<file path="src/rtl/sktr_pkg.sv">
// Shared types, sizes and codes for the k-smallest tracker.
// No dependencies; imported by every module of the block.
`timescale 1ns / 1ps

package sktr_pkg;

  localparam int unsigned MAX_KEPT = 16;
  localparam int unsigned VALUE_W  = 32;
  localparam int unsigned RANK_W   = 5;
  localparam int unsigned CNT_W    = $clog2(MAX_KEPT + 1);
  localparam int unsigned IDX_W    = (MAX_KEPT > 1) ? $clog2(MAX_KEPT) : 1;
  localparam int unsigned CMP_W    = (RANK_W > CNT_W) ? RANK_W : CNT_W;

  typedef enum logic {
    OP_INSERT = 1'b0,
    OP_QUERY  = 1'b1
  } op_e;

  typedef enum logic [1:0] {
    STATUS_OK       = 2'd0,
    STATUS_EMPTY    = 2'd1,
    STATUS_BAD_RANK = 2'd2
  } status_e;

  // Occupancy of the store
  typedef enum logic [1:0] {
    OCC_EMPTY,
    OCC_FILLING,
    OCC_FULL
  } occ_e;

  // Commands from the controller to the datapath
  typedef struct packed {
    logic             insert;
    logic             query;
    logic             query_ok;
    logic [IDX_W-1:0] rd_idx;
    logic [CNT_W-1:0] count;
  } ctl_cmd_t;

endpackage

</file>
<file path="src/rtl/sktr_datapath.sv">
// Datapath: row of compare-and-shift cells holding the sorted values,
// plus the result value register. Depends on sktr_pkg.
`timescale 1ns / 1ps

module sktr_datapath (
  input  logic                                 clk_i,
  input  sktr_pkg::ctl_cmd_t                   cmd_i,
  input  logic signed [sktr_pkg::VALUE_W-1:0] sample_value_i,
  output logic signed [sktr_pkg::VALUE_W-1:0] statistic_o
);
  import sktr_pkg::*;

  logic signed [VALUE_W-1:0] vals_q [MAX_KEPT];
  logic signed [VALUE_W-1:0] vals_d [MAX_KEPT];
  logic [MAX_KEPT-1:0]       take;
  logic signed [VALUE_W-1:0] statistic_q;
  logic signed [VALUE_W-1:0] statistic_d;

  // A cell takes part when it is empty or holds a value above the new one;
  // the taken cells form a run at the top of the row.
  always_comb begin
    for (int i = 0; i < MAX_KEPT; i++) begin
      take[i] = (CNT_W'(i) >= cmd_i.count) || (sample_value_i < vals_q[i]);
    end
  end

  // Each taken cell loads its lower neighbor, or the new value at the boundary
  always_comb begin
    for (int i = 0; i < MAX_KEPT; i++) begin
      if (!take[i]) begin
        vals_d[i] = vals_q[i];
      end else if (i > 0 && take[(i > 0) ? i - 1 : 0]) begin
        vals_d[i] = vals_q[(i > 0) ? i - 1 : 0];
      end else begin
        vals_d[i] = sample_value_i;
      end
    end
  end

  always_ff @(posedge clk_i) begin
    if (cmd_i.insert) begin
      vals_q <= vals_d;
    end
  end

  assign statistic_d = cmd_i.query_ok ? vals_q[cmd_i.rd_idx] : '0;

  always_ff @(posedge clk_i) begin
    if (cmd_i.query) begin
      statistic_q <= statistic_d;
    end
  end

  assign statistic_o = statistic_q;

`ifndef NO_ASSERTIONS
  for (genvar g = 0; g + 1 < MAX_KEPT; g++) begin : g_order_chk
    a_sorted: assert property (@(posedge clk_i)
      (CNT_W'(g + 1) < cmd_i.count) |-> (vals_q[g] <= vals_q[g + 1]))
      else $error("held values out of order");
  end
`endif

endmodule

</file>
<file path="src/rtl/sktr_ctrl.sv">
// Controller: occupancy state machine, held count, query decode and
// result strobe/status registers. Depends on sktr_pkg.
`timescale 1ns / 1ps

module sktr_ctrl (
  input  logic                          clk_i,
  input  logic                          rst_ni,
  input  logic                          start_i,
  input  logic                          operation_i,
  input  logic [sktr_pkg::RANK_W-1:0]   rank_i,
  output logic                          busy_o,
  output sktr_pkg::ctl_cmd_t            cmd_o,
  output logic                          done_o,
  output sktr_pkg::status_e             status_o
);
  import sktr_pkg::*;

  occ_e             state_q, state_d;
  logic [CNT_W-1:0] count_q, count_d;
  logic             done_q, done_d;
  status_e          status_q, status_d;

  logic             accept;
  logic             do_insert;
  logic             do_query;
  logic             rank_ok;
  logic [CMP_W-1:0] rank_ext;
  logic [CMP_W-1:0] count_ext;
  logic [CMP_W-1:0] pick;

  // Every cycle takes a beat
  assign busy_o    = 1'b0;
  assign accept    = start_i && !busy_o;
  assign do_insert = accept && (op_e'(operation_i) == OP_INSERT);
  assign do_query  = accept && (op_e'(operation_i) == OP_QUERY);

  assign rank_ext  = CMP_W'(rank_i);
  assign count_ext = CMP_W'(count_q);
  assign rank_ok   = (rank_i != '0) && (rank_ext <= CMP_W'(MAX_KEPT));
  assign pick      = (rank_ext < count_ext) ? rank_ext : count_ext;

  // Next state
  always_comb begin
    state_d = state_q;
    if (do_insert) begin
      unique case (state_q)
        OCC_EMPTY:   state_d = (MAX_KEPT == 1) ? OCC_FULL : OCC_FILLING;
        OCC_FILLING: state_d = (count_q == CNT_W'(MAX_KEPT - 1)) ? OCC_FULL : OCC_FILLING;
        OCC_FULL:    state_d = OCC_FULL;
        default:     state_d = OCC_EMPTY;
      endcase
    end
  end

  // Outputs and counters
  always_comb begin
    count_d         = count_q;
    done_d          = do_query;
    status_d        = status_q;
    cmd_o.insert    = do_insert;
    cmd_o.query     = do_query;
    cmd_o.query_ok  = 1'b0;
    cmd_o.rd_idx    = IDX_W'(pick - CMP_W'(1));
    cmd_o.count     = count_q;
    unique case (state_q)
      OCC_EMPTY, OCC_FILLING: begin
        if (do_insert) begin
          count_d = count_q + CNT_W'(1);
        end
      end
      OCC_FULL: ;
      default: ;
    endcase
    if (do_query) begin
      if (!rank_ok) begin
        status_d = STATUS_BAD_RANK;
      end else if (state_q == OCC_EMPTY) begin
        status_d = STATUS_EMPTY;
      end else begin
        status_d       = STATUS_OK;
        cmd_o.query_ok = 1'b1;
      end
    end
  end

  always_ff @(posedge clk_i or negedge rst_ni) begin
    if (!rst_ni) begin
      state_q  <= OCC_EMPTY;
      count_q  <= '0;
      done_q   <= 1'b0;
      status_q <= STATUS_OK;
    end else begin
      state_q  <= state_d;
      count_q  <= count_d;
      done_q   <= done_d;
      status_q <= status_d;
    end
  end

  assign done_o   = done_q;
  assign status_o = status_q;

`ifndef NO_ASSERTIONS
  a_done_src: assert property (@(posedge clk_i) disable iff (!rst_ni)
    done_q |-> $past(start_i && operation_i == OP_QUERY))
    else $error("result strobe without a query beat");
  a_count_max: assert property (@(posedge clk_i) disable iff (!rst_ni)
    count_q <= CNT_W'(MAX_KEPT))
    else $error("held count above capacity");
  a_state_cnt: assert property (@(posedge clk_i) disable iff (!rst_ni)
    ((state_q == OCC_EMPTY) == (count_q == '0)) &&
    ((state_q == OCC_FULL) == (count_q == CNT_W'(MAX_KEPT))))
    else $error("occupancy state disagrees with held count");
  a_fill_step: assert property (@(posedge clk_i) disable iff (!rst_ni)
    (do_insert && state_q != OCC_FULL) |=> (count_q == $past(count_q) + CNT_W'(1)))
    else $error("insert into non-full store did not grow count");
`endif

endmodule

</file>
<file path="src/rtl/streaming_k_smallest_tracker_unit.sv">
// Top level of the k-smallest tracker: joins the controller and the datapath.
// Depends on sktr_pkg, sktr_ctrl and sktr_datapath.
`timescale 1ns / 1ps

// Usage
//   Input channel: a beat is taken on a rising edge with start_i high and
//   busy_o low. operation_i selects insert (sample_value_i) or query (rank_i).
//   busy_o stays low: one beat is taken every cycle, as the compare-and-shift
//   row inserts a value in place.
//   Insert: no result; the row holds the smallest MAX_KEPT values, ascending,
//   duplicates after equal ones. When full, a value below the largest pushes
//   the largest out; anything else is dropped.
//   Query: one result beat the cycle after the query beat, done_o high for
//   exactly one cycle with statistic_o and status_o. status_o reports a rank
//   of zero or above MAX_KEPT first (statistic zero), then an empty store
//   (statistic zero); otherwise the rank-th smallest, or the largest held.
//   The receiver cannot stall: each result beat is taken as it appears.
//   Reset (rst_ni low, asynchronous): the store reads as empty, no strobe.
//   Held values themselves are not cleared; the count guards them.
module streaming_k_smallest_tracker_unit (
  input  logic                                 clk_i,
  input  logic                                 rst_ni,
  input  logic                                 start_i,
  output logic                                 busy_o,
  input  logic                                 operation_i,
  input  logic signed [sktr_pkg::VALUE_W-1:0] sample_value_i,
  input  logic [sktr_pkg::RANK_W-1:0]         rank_i,
  output logic                                 done_o,
  output logic signed [sktr_pkg::VALUE_W-1:0] statistic_o,
  output logic [1:0]                           status_o
);
  import sktr_pkg::*;

  ctl_cmd_t cmd;
  status_e  status;

  // Sequence inserts and queries, track occupancy
  sktr_ctrl u_ctrl (
    .clk_i       (clk_i),
    .rst_ni      (rst_ni),
    .start_i     (start_i),
    .operation_i (operation_i),
    .rank_i      (rank_i),
    .busy_o      (busy_o),
    .cmd_o       (cmd),
    .done_o      (done_o),
    .status_o    (status)
  );

  // Hold the sorted values and register the picked one
  sktr_datapath u_datapath (
    .clk_i          (clk_i),
    .cmd_i          (cmd),
    .sample_value_i (sample_value_i),
    .statistic_o    (statistic_o)
  );

  assign status_o = status;

endmodule

</file>
<file path="config.mk">
export PLATFORM = sky130hd
export DESIGN_NAME = streaming_k_smallest_tracker_unit
export DESIGN_NICKNAME = d
export VERILOG_FILES = /design/src/rtl/sktr_pkg.sv /design/src/rtl/sktr_datapath.sv /design/src/rtl/sktr_ctrl.sv /design/src/rtl/streaming_k_smallest_tracker_unit.sv
export SDC_FILE = /design/constraint.sdc
export NUM_CORES = 2
export LEC_CHECK = 0
export ABC_AREA = 1
export BUFFER_PORTS_ARGS = -buffer_cell sky130_fd_sc_hd__buf_2
export CAP_MARGIN = 25
export CORE_ASPECT_RATIO = 1.5
export CORE_MARGIN = 4
export CORE_UTILIZATION = 55
export DETAILED_ROUTE_END_ITERATION = 16
export PLACE_DENSITY = 0.71
export SETUP_SLACK_MARGIN = 0.02
export SYNTH_ARGS = -nofsm -noshare
export SYNTH_HDL_FRONTEND = slang
export SYNTH_SLANG_ARGS = --single-unit
</file>
<file path="constraint.sdc">
create_clock -name clk_i -period 5.8 [get_ports clk_i]
set_clock_uncertainty 0.05 [all_clocks]
set_input_delay 1.16 -clock clk_i [delete_from_list [all_inputs] [get_ports clk_i]]
set_output_delay 1.16 -clock clk_i [all_outputs]
set_load 0.02 [all_outputs]
</file>
==> Word-level counts from Yosys, hierarchy flattened <==
Index checks and enable logic that the tools add are counted.
{ "classes": {"reduce_logical": 39, "n_eq_ne": 3, "add_sub_neg": 2, "bitwise_logic": 2, "muxes": 26, "order_cmp": 35} }
{ "ops": {"columns": ["cell", "n"], "rows": [
  ["two-way mux 32 bit", 17],
  ["less-than comparator 32 bit", 16],
  ["binary-select mux 32 bit (select 4 bit)", 1],
  ["greater-or-equal comparator 4 x 5 -> 1 bit (first input constant)", 8],
  ["AND reduction 2 bit", 17],
  ["greater-or-equal comparator 3 x 5 -> 1 bit (first input constant)", 4],
  ["logical OR 1 bit", 16],
  ["greater-or-equal comparator 1 x 5 -> 1 bit (first input constant)", 2],
  ["greater-or-equal comparator 2 x 5 -> 1 bit (first input constant)", 2],
  ["one-hot mux 2 bit (3 select lines)", 1],
  ["adder 5 x 1 -> 5 bit (second input constant)", 1],
  ["equality test 5 x 4 -> 1 bit (second input constant)", 1],
  ["greater-or-equal comparator 5 bit (second input constant)", 1],
  ["<= comparator 5 bit (second input constant)", 1],
  ["less-than comparator 5 bit", 1],
  ["inverter 4 -> 5 bit", 1],
  ["nonzero test 5 bit", 1],
  ["two-way mux 1 bit", 4],
  ["two-way mux 2 bit", 2],
  ["two-way mux 4 bit", 1],
  ["subtractor 4 x 1 -> 4 bit (second input constant)", 1],
  ["logical AND 1 bit", 3],
  ["equality test 2 x 1 -> 1 bit (second input constant)", 1],
  ["equality test 2 bit (second input constant)", 1],
  ["3 further kinds", 3]
]} }
{ "word_totals": {"output_inout_bits": 36, "ff_bits": 554, "inputBits": 41, "elab_cells": 128} }

==> Logic depth before layout (Yosys ltp) <==
{ "logic_depth": {"word_depth": 7, "ltp_mapped": 19} }

==> Modules after synthesis <==
From an unflattened synthesis, not the netlist that was laid out.
{ "unflattened": {"hier_cells": 5341, "hier_area_um2": 42205.5} }
{ "modules_own_cells": {"columns": ["mod", "instances", "seq_area_each_um2", "cells_each", "area_each_um2"], "rows": [
  ["sktr_datapath", 1, 16335.7, 5245, 41463.5],
  ["sktr_ctrl", 1, 250.2, 96, 742.0]
]} }

==> Worst setup path before layout <==
Ideal clock, no wire load.
{ "synth_path": {"path_type": "input -> register", "from": "in sample_value_i[5] in the netlist's numbering", "to": "reg u_datapath.vals_q[192] in the netlist's numbering (enable)", "required_time_ns": 5.309, "t_arrival_ns": 4.188, "path_slack_ns": 1.122, "stages": 11, "setup_ns": 0.441, "n_path_buf": 1, "cell_sequence": "ha_1 a21oi_1 nor2_1 nor3_1 nand2_1 nand2_1 nand2_1 nand2_1 nand3_1 clkbuf_1 a31oi_1"} }
{ "synth_between": {"elab_chain_len": 3} }
{ "synth_lines": {"columns": ["element", "line", "source"], "rows": [
  ["start, declared", "streaming_k_smallest_tracker_unit.sv:26", "input logic signed [sktr_pkg::VALUE_W-1:0] sample_value_i,"],
  ["less-than comparator 32 bit", "sktr_datapath.sv:23", "take[i] = (CNT_W'(i) >= cmd_i.count) || (sample_value_i < vals_q[i]);"],
  ["logical OR 1 bit", "sktr_datapath.sv:23", null],
  ["AND reduction 2 bit (no line)", null, null],
  ["end signal, assigned", "sktr_datapath.sv:42", "vals_q <= vals_d;"],
  ["end, declared", "sktr_datapath.sv:13", "logic signed [VALUE_W-1:0] vals_q [MAX_KEPT];"]
]} }
Every way passes these cells.
A chain may end at the register's enable or synchronous reset.

==> Final worst setup path <==
{ "layout_path": {"from": "reg u_ctrl.count_q[4], in the netlist u_ctrl.count_ext[4]", "to": "reg u_datapath.statistic_q[18], in the netlist u_datapath.statistic_o[18] (data pin)"} }
{ "layout_between": {"elab_chain_len": 7} }
{ "layout_lines": {"columns": ["element", "line", "source"], "rows": [
  ["start, declared", "sktr_ctrl.sv:19", "logic [CNT_W-1:0] count_q, count_d;"],
  ["start signal, assigned", "sktr_ctrl.sv:94", "count_q <= count_d;"],
  ["less-than comparator 5 bit", "sktr_ctrl.sv:40", "assign pick = (rank_ext < count_ext) ? rank_ext : count_ext;"],
  ["two-way mux 4 bit", "sktr_ctrl.sv:40", null],
  ["subtractor 4 x 1 -> 4 bit", "sktr_ctrl.sv:63", "cmd_o.rd_idx = IDX_W'(pick - CMP_W'(1));"],
  ["inverter 4 -> 5 bit (not written as such)", "sktr_datapath.sv:46", "assign statistic_d = cmd_i.query_ok ? vals_q[cmd_i.rd_idx] : '0;"],
  ["binary-select mux 32 bit (select 4 bit)", "sktr_datapath.sv:46", null],
  ["two-way mux 32 bit (not written as such) (2 in series)", "sktr_datapath.sv:46", null],
  ["end signal, assigned", "sktr_datapath.sv:50", "statistic_q <= statistic_d;"],
  ["end, declared", "sktr_datapath.sv:16", "logic signed [VALUE_W-1:0] statistic_q;"]
]} }
Every way passes these cells. The select of a mux whose other input is x is not followed.

==> metrics.md <==
| Metric | Value |
|---|---|
| Final setup vio count | 0 |
| Final ANT Viol Nets | 0 |
| DRC Markers | 0 |
| Synth Register Bits | 554 |
| IR drop worst, VDD | 1.057 mV |
| Ys Warns | 0 |
| FMAX | 213.5 MHz |
| CP Class | flop to flop |
| Via count | 42450 |
| Num ports | 77 |
| Met2 routed WL | 77.84 mm |
| Syn nets | 6160 |
| Chip width | 236.4 µm |
| Worst path arrival time | 5.04 ns |
| Via density | 6.376 |
| Post-DP HPWL | 124.6 mm |
| CTS H-tree lvls | 2 |
| Post-Place Setup Slack | 1.098 ns |
| Maximum clock insertion buffer count | 3 |
| Status | complete, no violations |
| Final Critical Period | 4.683 ns |
| # nets final | 6135 |
| Power density cells | 527.0 nW/µm² |
| Final Worst Setup Slack | 1.117 ns |
| P&R area growth vs syn | 8.762% |
| DRT Pass-1 Iters | 7 |
| CTS Buf Count | 58 |
| Hold WC Path Type | primary input to async pin |
| Post-synthesis sequential area ratio | 0.3855 |
| Syn_area_per_cell | 7.663 µm² |
| Port Buffer Count | 75 |
| Library cells used by synthesis | 42 |
| Syn Std Cell Area | 43030 µm² |
| Final design utilization | 0.6032 |
| Die height | 350.6 µm |
| Fill count | 7151 |
| Fin. max-slew vios | 0 |
| CTS sink count | 554 |
| CP endpoint kind | flop |
| Max-cap violations | 0 |
| Lkg Pwr | 23.06 nW |
| Routed WL | 169.5 mm |
| Clk Latency, worst-skew pair | 0.67 ns |
| CTS tree | done |
| Crit share post-route | 0.8074 |
| Vias in the first global route | 40640 |
| Metal3 WL | 15.10 mm |
| # rows | 125 |
| Post_cts resized | 0 |
| Metal-1 WL | 53.62 mm |
| Synth Instances | 5615 |
| EDFF count, synth | 544 |
| Most common cell after layout, fill and taps aside | nand2_1 |
| GRT overflow | 0 |
| Core Box Area | 77570 µm² |
| Global-route wire length before repair | 245.8 mm |
| Fin cells | 6658 |
| Gr usage total | 0.3946 |
| Async SR Flop Fraction | 0.01805 |
| Max-slew headroom | 0.2934 |
| Worst Tran Pin Value | 1.056 ns |
| Largest net degree at the start of global routing | 163 |
| Hold buffers post-CTS | 0 |
| Antenna violations before repair | 5 |
| Worst Path Required | 6.16 ns |
| Initial Util | 0.5546 |
| Ys flop type | edfxtp_1 |
| Starting DRT DRC Count | 4830 |
| Die Footprint | 82860 µm² |
| Placed insts | 6546 |
| Clk root buf | clkbuf_16 |
| Fin. Hold Viols | 0 |
| Setup bufs post-CTS | 0 |
| Clk pin slew, worst setup/hold paths | 0.06 ns |
| Most frequent cells in the layout | 1912 x nand2_1, 649 x inv_1, 555 x nand3_1 |
| Layout cells sized above 1 | 0.06830 |
| Startpoint Class | flop |
| Peak fanout along the critical path | 43 |
| Sum Neg Setup Slack | 0 ns |
| Wirelength per Cell | 25.46 µm |
| RD Place Congestion | 1.078 |
| Max Used Layer | met5 |
| RSZ-0062 raised after global routing | false |
==> worst max-delay path: stages, from the launching register on <==
cell and delay [ns]:
dfrtp_1 0.67, inv_1 0.29, ha_1 0.37, a21oi_2 0.33, nand3_4 0.17, nand2_4 0.12, nand2_8 0.18, ha_4 0.24
inv_1 0.07, nand2_1 0.07, nand2_2 0.76, buf_4 0.33, nand3_1 0.31, nand3_1 0.33, a21oi_1 0.10
==> per-stage QoR <==
step	hold WS [ns]	power [mW]	instance area [µm²]
finish	0.3235	24.66	46790
global route	0.3278	25.72	46780
CTS	0.3076	23.97	46780
detailed placement	0.4330	20.23	44970
global placement	0.4215	20.02	44910
floorplan	0.4391	15.05	43030
==> final timing paths <==
check                               startpoint                          to  slack (ns)  depth (start not counted)
setup / recovery           u_ctrl.count_ext[4]  u_datapath.statistic_o[18]        1.12                         14
min in group clk_i          u_ctrl.status_o[0]          u_ctrl.status_o[0]        0.44                          2
hold / removal                          rst_ni         u_ctrl.count_ext[1]        0.32                          1
hold reg to reg             u_ctrl.status_o[0]          u_ctrl.status_o[0]        0.44                          2
setup reg to reg           u_ctrl.count_ext[4]  u_datapath.statistic_o[18]        1.12                         14
max in group asynchronous               rst_ni         u_ctrl.count_ext[4]        5.14                          1
==> synth_stat cells, types with 2 or more instances <==
cell type	count	area share
o21ai_0	61	0.0071
nand4_1	505	0.073
a31oi_1	12	0.0017
o21a_1	7	0.0012
nand2_1	1912	0.17
and2_1	2	0.00029
nand2_2	15	0.0022
o21bai_1	3	0.00052
inv_2	5	0.00044
buf_4	4	0.00070
dfrtp_1	10	0.0058
and3_1	2	0.00029
o21ai_1	5	0.00058
nand3_1	555	0.065
edfxtp_1	544	0.38
nor4_1	3	0.00044
a21oi_1	251	0.029
xor2_1	4	0.00081
or2_2	2	0.00029
nor3b_1	2	0.00035
buf_2	162	0.019
nand3_2	20	0.0047
nor2_1	171	0.015
inv_1	650	0.057
nand2_4	2	0.00052
ha_1	504	0.15
a21o_1	12	0.0021
clkbuf_1	134	0.012
nor3_1	23	0.0027
buf_1	16	0.0014
buf_6	4	0.0010
nand3b_1	3	0.00052
==> final cells by class <==
| cell class | instances | area (µm²) | share of cell area |
|---|---|---|---|
| clock buffers | 87 | 1672 | 0.03572 |
| flip-flops and latches | 554 | 16590 | 0.3544 |
| multi-input cells | 4084 | 22800 | 0.4872 |
| diodes | 5 | 12.51 | 0.0002674 |
| repair buffers | 235 | 1842 | 0.03936 |
| well taps | 1016 | 1271 | 0.02717 |
| clock inverters | 20 | 141.4 | 0.003021 |
| inverters | 657 | 2471 | 0.05281 |
==> power breakdown <==
group          leakage, nW  total, mW  internal (mW)  switching (mW)
Combinational         17.0       14.5           3.88            10.7
Clock                0.890       3.79           2.06            1.72
Sequential            5.18       6.33           5.75           0.576
Total                 23.1       24.7           11.7            13.0
==> state kept, by name, indices dropped and copies added (netlist names) <==
register,flops
u_datapath.vals_q,512
u_datapath.statistic_o,32
u_ctrl.count_ext,5
u_ctrl.state_q,2
u_ctrl.status_o,2
u_ctrl.done_o,1
==> cell families after synthesis <==
logic type | synth area share
flops | 0.3855
buf+inv | 0.09105
xor+xnor | 0.0008142
simple gates | 0.3326
other cells | 0.00008716
fa+ha+maj | 0.1466
compound gates | 0.04336
==> routing by layer <==
metal / global-route usage / vias up
li1: - / 19010
met1: 0.4070 / 19710
met2: 0.6508 / 2679
met3: 0.07611 / 1054
met4: 0.4100 / 4
met5: 0 / -
No activity file was read; power rests on OpenSTA's default activity.
